===== src/hw/rtl/rcpa_pkg.sv =====
// ----------------------------------------------------------------------------
// rcpa_pkg - shared types and constants of the page allocator
// Pool geometry, operation and status codes, the queued item and helpers.
// ----------------------------------------------------------------------------
package rcpa_pkg;

    // Pool geometry
    localparam int NUM_PAGES       = 32768;
    localparam int FIRST_FREE_PAGE = 256;
    localparam int COUNT_WIDTH     = 8;

    // Fixed field widths of the ports
    localparam int PAGE_W      = 15;
    localparam int PAGE_W1     = PAGE_W + 1;
    localparam int STATUS_W    = 3;
    localparam int COUNT_OUT_W = 8;

    // Page numbers stay below 2^PAGE_W
    localparam int PAGE_TOP = (NUM_PAGES < (1 << PAGE_W)) ? NUM_PAGES : (1 << PAGE_W);
    localparam int PAGE_AW  = $clog2(PAGE_TOP);

    localparam bit POOL_INIT_EMPTY = (FIRST_FREE_PAGE >= PAGE_TOP);

    typedef logic [PAGE_W-1:0]      t_page;
    typedef logic [PAGE_AW-1:0]     t_idx;
    typedef logic [COUNT_WIDTH-1:0] t_count;

    localparam t_page  HEAD_INIT = POOL_INIT_EMPTY ? '0 : PAGE_W'(PAGE_TOP - 1);
    localparam t_count COUNT_MAX = '1;
    localparam t_count COUNT_ONE = COUNT_WIDTH'(1);
    localparam t_idx   IDX_LAST  = PAGE_AW'(PAGE_TOP - 1);

    typedef enum logic [1:0] {
        OP_ALLOC   = 2'd0,
        OP_RELEASE = 2'd1,
        OP_ADDREF  = 2'd2,
        OP_COW     = 2'd3
    } t_op;

    typedef enum logic [STATUS_W-1:0] {
        ST_OK    = 3'd0,
        ST_EMPTY = 3'd1,
        ST_BAD   = 3'd2,
        ST_OVF   = 3'd3,
        ST_FREE  = 3'd4
    } t_status;

    // Classified word as it waits in the queue
    typedef struct packed {
        t_op   op;
        t_page page;
        logic  bad;
    } t_item;

    // Queue state seen by the back end
    typedef struct packed {
        logic  avail;
        t_item head;
    } t_q_status;

    // Page outside the usable range
    function automatic logic page_bad(input t_page p);
        logic [PAGE_W1-1:0] w;
        w = {1'b0, p};
        return (w < PAGE_W1'(FIRST_FREE_PAGE)) || (w >= PAGE_W1'(PAGE_TOP));
    endfunction

    // Low bits of a count as reported on the port
    function automatic logic [COUNT_OUT_W-1:0] count_low(input t_count c);
        logic [31:0] w;
        w = 32'(c);
        return w[COUNT_OUT_W-1:0];
    endfunction

endpackage


===== src/hw/rtl/rcpa_front.sv =====
// ----------------------------------------------------------------------------
// rcpa_front - command intake
// Takes commands, flags out-of-range pages and holds them in a short queue.
// ----------------------------------------------------------------------------
module rcpa_front (
    input  logic               i_clk,
    input  logic               i_rst_n,
    input  logic               start,
    output logic               busy,
    input  logic [1:0]         i_op,
    input  rcpa_pkg::t_page    i_page_number,
    input  logic               i_clearing,
    input  logic               i_pop,
    output rcpa_pkg::t_q_status o_q
);
    import rcpa_pkg::*;

    localparam int Q_DEPTH = 2;
    localparam int Q_AW    = $clog2(Q_DEPTH);
    localparam int Q_CW    = $clog2(Q_DEPTH + 1);

    t_item           r_q [Q_DEPTH];
    logic [Q_AW-1:0] r_wr_ptr, n_wr_ptr;
    logic [Q_AW-1:0] r_rd_ptr, n_rd_ptr;
    logic [Q_CW-1:0] r_fill, n_fill;
    logic            push;
    t_item           item;

    // Hold off while the memories are cleared or the queue is full
    assign busy = i_clearing || (r_fill == Q_CW'(Q_DEPTH));
    assign push = start && !busy;

    // Classify the incoming word
    always_comb begin
        item.op   = t_op'(i_op);
        item.page = i_page_number;
        item.bad  = (item.op != OP_ALLOC) && page_bad(i_page_number);
    end

    // Queue pointers and fill level
    always_comb begin
        n_wr_ptr = push  ? r_wr_ptr + 1'b1 : r_wr_ptr;
        n_rd_ptr = i_pop ? r_rd_ptr + 1'b1 : r_rd_ptr;
        n_fill   = r_fill + Q_CW'(push) - Q_CW'(i_pop);
    end

    always_ff @(posedge i_clk) begin
        if (!i_rst_n) begin
            r_wr_ptr <= '0;
            r_rd_ptr <= '0;
            r_fill   <= '0;
        end else begin
            r_wr_ptr <= n_wr_ptr;
            r_rd_ptr <= n_rd_ptr;
            r_fill   <= n_fill;
        end
    end

    // Queue storage
    always_ff @(posedge i_clk) begin
        if (push) begin
            r_q[r_wr_ptr] <= item;
        end
    end

    assign o_q.avail = (r_fill != '0);
    assign o_q.head  = r_q[r_rd_ptr];

endmodule


===== config.mk =====
export PLATFORM = sky130hd
export DESIGN_NAME = rcpa_front
export DESIGN_NICKNAME = d
export VERILOG_FILES = /design/src/hw/rtl/rcpa_pkg.sv /design/src/hw/rtl/rcpa_front.sv
export SDC_FILE = /design/constraint.sdc
export NUM_CORES = 1
export LEC_CHECK = 0
export BUFFER_PORTS_ARGS = -buffer_cell sky130_fd_sc_hd__buf_2
export CAP_MARGIN = 25
export CORE_MARGIN = 8
export CORE_UTILIZATION = 30
export CTS_CLUSTER_SIZE = 30
export DETAILED_ROUTE_END_ITERATION = 8
export SYNTH_ARGS = -nofsm -noshare
export SYNTH_HDL_FRONTEND = slang
export SYNTH_SLANG_ARGS = --single-unit

===== constraint.sdc =====
create_clock -name i_clk -period 2.3 [get_ports i_clk]
set_input_delay 0.115 -clock i_clk [delete_from_list [all_inputs] [get_ports i_clk]]
set_output_delay 0.115 -clock i_clk [all_outputs]
set_load 0.01 [all_outputs]

# Word level (Yosys, flattened, before mapping)
# Memories as Yosys holds them, arrays and structs flattened. A register that Yosys moved wholly into a read port is not among the register bits.
# Index checks and enable logic that the tools add are counted.
[classes]
eq_ne = 1
order_cmp = 1
reduce_logical = 6
n_addsub = 4
n_mux = 4
[ops]
columns = ["op", "n"]
rows = [
  ["less-than comparator 15 x 9 -> 1 bit, second input constant", 1],
  ["two-way mux 1 bit", 4],
  ["nonzero test 2 bit", 2],
  ["adder 1 bit, second input constant", 2],
  ["adder 2 x 1 -> 2 bit", 1],
  ["== test 2 bit, second input constant", 1],
  ["logical AND 1 bit", 2],
  ["subtractor 2 x 1 -> 2 bit", 1],
  ["zero test 1 bit", 1],
  ["logical OR 1 bit", 1],
]
[word_totals]
out_inout_bits = 20
ff_bits = 4
word_cells = 20
n_memories = 1
input_bits = 22
ram_bits = 36
[mem_list]
columns = ["memory", "words", "width", "read_ports", "rd_ports_with_merged_regs", "write_ports", "line_no", "source"]
rows = [
  ["r_q", 2, 18, 1, 1, 1, "rcpa_front.sv:22", "t_item r_q [Q_DEPTH];"],
]

# Depth between registers and ports, before layout
[logic_depth]
word_depth = 6
depth_mapped = 8
ltp_nobuf = 8

# Worst setup path before layout
# Ideal clock, no wire load.
[synth_timing]
kind = "register to register"
startpoint = "reg r_fill[0]"
endpoint = "mem r_q[1][0] (netlist name), enable pin"
n_path_buf = 0
setup_slack_ns = 0.521
setup_ns = 0.393
path_stages_with_launch = 4
arrival_time_ns = 1.387
required_ns = 1.907
path_cell_list = "dfxtp_1 nand2b_1 nand3b_1 nor2_1"
[synth_between]
elab_chain_len = 6
[synth_rtl]
columns = ["item", "line_no", "source"]
rows = [
  ["start: declaration", "rcpa_front.sv:25", "logic [Q_CW-1:0] r_fill, n_fill;"],
  ["start signal: assignment", "rcpa_front.sv:55", "r_fill <= n_fill;"],
  ["== test 2 bit", "rcpa_front.sv:30", "assign busy = i_clearing || (r_fill == Q_CW'(Q_DEPTH));"],
  ["logical OR 1 bit", "rcpa_front.sv:30", ""],
  ["zero test 1 bit", "rcpa_front.sv:31", "assign push = start && !busy;"],
  ["logical AND 1 bit", "rcpa_front.sv:31", ""],
  ["two-way mux 1 bit", "rcpa_front.sv:61", "if (push) begin"],
  ["two-way mux 1 bit (not written as such)", "rcpa_front.sv:62", "r_q[r_wr_ptr] <= item;"],
  ["end: declaration", "rcpa_front.sv:22", ""],
]
# Every way passes these cells.

# Worst setup path after layout
[layout_timing]
startpoint = "reg r_fill[0]"
endpoint = "reg r_fill[1]"
[layout_between]
elab_chain_len = 6
[layout_rtl]
columns = ["item", "line_no", "source"]
rows = [
  ["== test 2 bit", "rcpa_front.sv:30", ""],
  ["logical OR 1 bit", "rcpa_front.sv:30", ""],
  ["zero test 1 bit", "rcpa_front.sv:31", ""],
  ["logical AND 1 bit", "rcpa_front.sv:31", ""],
  ["adder 2 x 1 -> 2 bit *", "rcpa_front.sv:44", "n_fill = r_fill + Q_CW'(push) - Q_CW'(i_pop);"],
  ["subtractor 2 x 1 -> 2 bit *", "rcpa_front.sv:44", ""],
]
# Every way passes the cells marked *; elsewhere a longest branch is shown, timed or not.
# A chain may end at the register's enable or synchronous reset.

==> out/qor.yml <==
clock_network:
  clock_latency_ns: 0.28
  cts_resized: 0
  cts_max_level: 2
  cts.sinks: 41
  numCtsBuffers: 5
  cts_setup_buffers: 0
  cts_hold_buffers: 0
  clk_pin_slew_ns: 0.07
  cts_root_buf: "clkbuf_8"
  clk_path_buf_depth: 2
  cts_tree: "built"
critical_path:
  cp.arrival_ns: 1.98
  regToRegEndpoint: "r_fill[1]"
  cp-startpoint: "r_fill[0]"
  start_kind: "flop"
  critical_path.top_delay_family: "adder cells"
  crit_cells: 8
  crit_path_max_fanout: 4
  path_cells: "nand2b_1 -> nand3b_1 -> ha_1 -> inv_1 -> ha_1 -> xnor2_1 -> xnor2_1 -> and2_1"
  rr_startpoint: "r_fill[0]"
  cp.required_ns: 2.48
  reg2reg_depth: 8
  crit_slowest_cell: "dfxtp_1"
  path_class: "flop to flop"
  reg2reg_slack_ns: 0.50
  cpPeakStageDelay_ns: 0.34
  endpoint_kind: "flop"
  endpoint: "r_fill[1]"
  cp_num_buf_inv: 1
synth:
  syn_area_per_cell_sq_um: 19.11
  ys_top_cells_by_count: "edfxtp_1, mux2_4, mux2_2, dfxtp_1, and2_1"
  synth-edff-count: 36
  syn-num-nets: 108
  synth.area.top_cells: "edfxtp_1, mux2_4, dfxtp_1"
  synth_ff_type: "edfxtp_1"
  synth_top_area_cell: "edfxtp_1"
  ys_types: 19
  netlist_instances: 84
  yosysTopAreaCellShare_pct: 67.34
  ys_seq_area_share_pct: 73.58
  synth.most_common_cell: "edfxtp_1"
  synth_area_sq_mm: 0.001605
  ys_ff_latch: 41
  yosys_warnings: 0
  async_flop_share_pct: 0
global_route:
  grt_pass1_wl_mm: 4.416
  track_usage_pct: 7.667
  grt_pass1_vias: 951
  grt.overflow.total: 0
  grt_max_degree: 19
  antenna_found_initial: 0
place:
  place_congestion: 0.7207
  hpwl_mm: 2.165
  dpl_worst_slack_ns: 0.5046
  port_buffers: 41
  place_inst: 196
timing:
  rsz0062_at_grt: "false"
  tightestPinTransition_ns: 0.3414
  finalWorstPathRequiredPeriod_ns: 1.797
  setup_violations: 0
  hold_viol: 0
  drv_slew: 0
  post-route-period-util_pct: 78.11
  clock.fmax_mhz: 556.6
  setup_slack_ns: 0.5034
  clock_skew_ns: 0.003365
  slew_headroom_pct: 77.03
  setup_tns_ns: 0
die:
  pin_count: 42
  coreArea_sq_mm: 0.005140
  die_w_um: 89.15
  die_h_um: 89.15
  row_count: 26
  die_area_sq_mm: 0.007948
  start_util_pct: 31.23
finish:
  final_cells: 205
  final_core_util_pct: 39.12
  final_layout_size_suffix_gt1_share_pct: 52.59
  fillers: 513
  syn2layout_area_growth_pct: 25.25
  num-nets-final: 158
  diodes: 0
power:
  max-vdd-ir-drop_mv: 0.2278
  p_leak_nw: 0.7847
  p_per_area_mw_per_mm2: 828.2
detailed_routing:
  drt-total-wl_mm: 2.876
  dr.pass1.iters: 3
  antenna_violating_nets_post_route: 0
  routedWlPerCell_um: 14.03
  drc: 0
  vias: 866
  viasPerCell: 4.224
  drt-initial-drc-count: 11
run:
  maxCapViolCount: 0
run_status:
  outcome: "finished, final reports clean"
hold_path:
  hp-class: "input port to flop"
==> cells by family after synthesis <==
logic type | after synthesis | synth area share (%)
multiplexers | 19 | 15.59
buffers and inverters | 4 | 2.416
AO/OA/AOI/OAI | 1 | 0.3115
XOR/XNOR | 3 | 1.637
AND/OR/NAND/NOR | 14 | 4.911
flip-flops | 41 | 73.58
adder cells (fa/ha/maj) | 2 | 1.559
==> sequential cells by signal (all words and copies together), names as in the netlist, named ones only <==
signal	count
r_rd_ptr	1
r_fill	2
r_q	36
r_wr_ptr	1
==> worst min path at each step <==
stage / start / to / depth (start not counted)
after floorplan: i_page_number[9] / r_q[0][10] / 0
after global placement: i_page_number[3] / r_q[0][4] / 1
after detailed placement: i_page_number[4] / r_q[0][5] / 1
after CTS: i_page_number[4] / r_q[1][5] / 1
after global routing: i_page_number[4] / r_q[1][5] / 1
final: i_page_number[4] / r_q[0][5] / 1
==> placed cells by master, fill, tap and decap left out <==
cell and n:
dfxtp_1 5, mux2_2 8, nand2_1 2, nand2b_1 2, clkbuf_1 1, edfxtp_1 36
inv_1 2, nor4_1 2, buf_2 41, mux2_4 10, ha_1 2, mux2i_1 1
nand3b_1 1, o21ai_1 1, and2_1 4, dlygate4sd3_1 1, clkbuf_8 5, or2_2 1
xor2_1 1, clkinv_1 1, nor2_2 2, xnor2_1 2, buf_4 3, bufinv_16 1
==> where the power goes <==
part | switching [mW] | total (mW) | leakage [nW] | internal [mW]
logic | 0.115 | 0.238 | 0.358 | 0.123
clock network | 0.224 | 0.544 | 0.0528 | 0.320
registers | 0.0213 | 0.883 | 0.374 | 0.862
==> per-stage QoR <==
step	area (sq um)	power (mW)	hold WS (ns)
final	2011	1.665	0.01647
after CTS	2001	1.696	0.002663
after floorplan	1605	1.051	0.2139
after global placement	1894	1.130	0.3047
after detailed placement	1894	1.144	0.3067
after global routing	2011	1.741	0.003474
==> per-layer routing <==
metal | GRT usage (%) | part of all wire, %
met1 | 6.559 | 34
met2 | 13.94 | 51
met3 | 3.860 | 13
met4 | 4.532 | 2.2
met5 | 0 | 0
==> area by class of cell <==
cell class	instances	area (sq um)	share of cell area, %
sequential	41	1181	58.74
multi-input combinational	39	390.4	19.42
timing repair buffer	45	237.7	11.82
tap	70	87.58	4.356
clock buffer	6	72.57	3.609
clock inverter	2	33.78	1.680
inverter	2	7.507	0.3734
No activity file was read; power rests on OpenSTA's default activity.
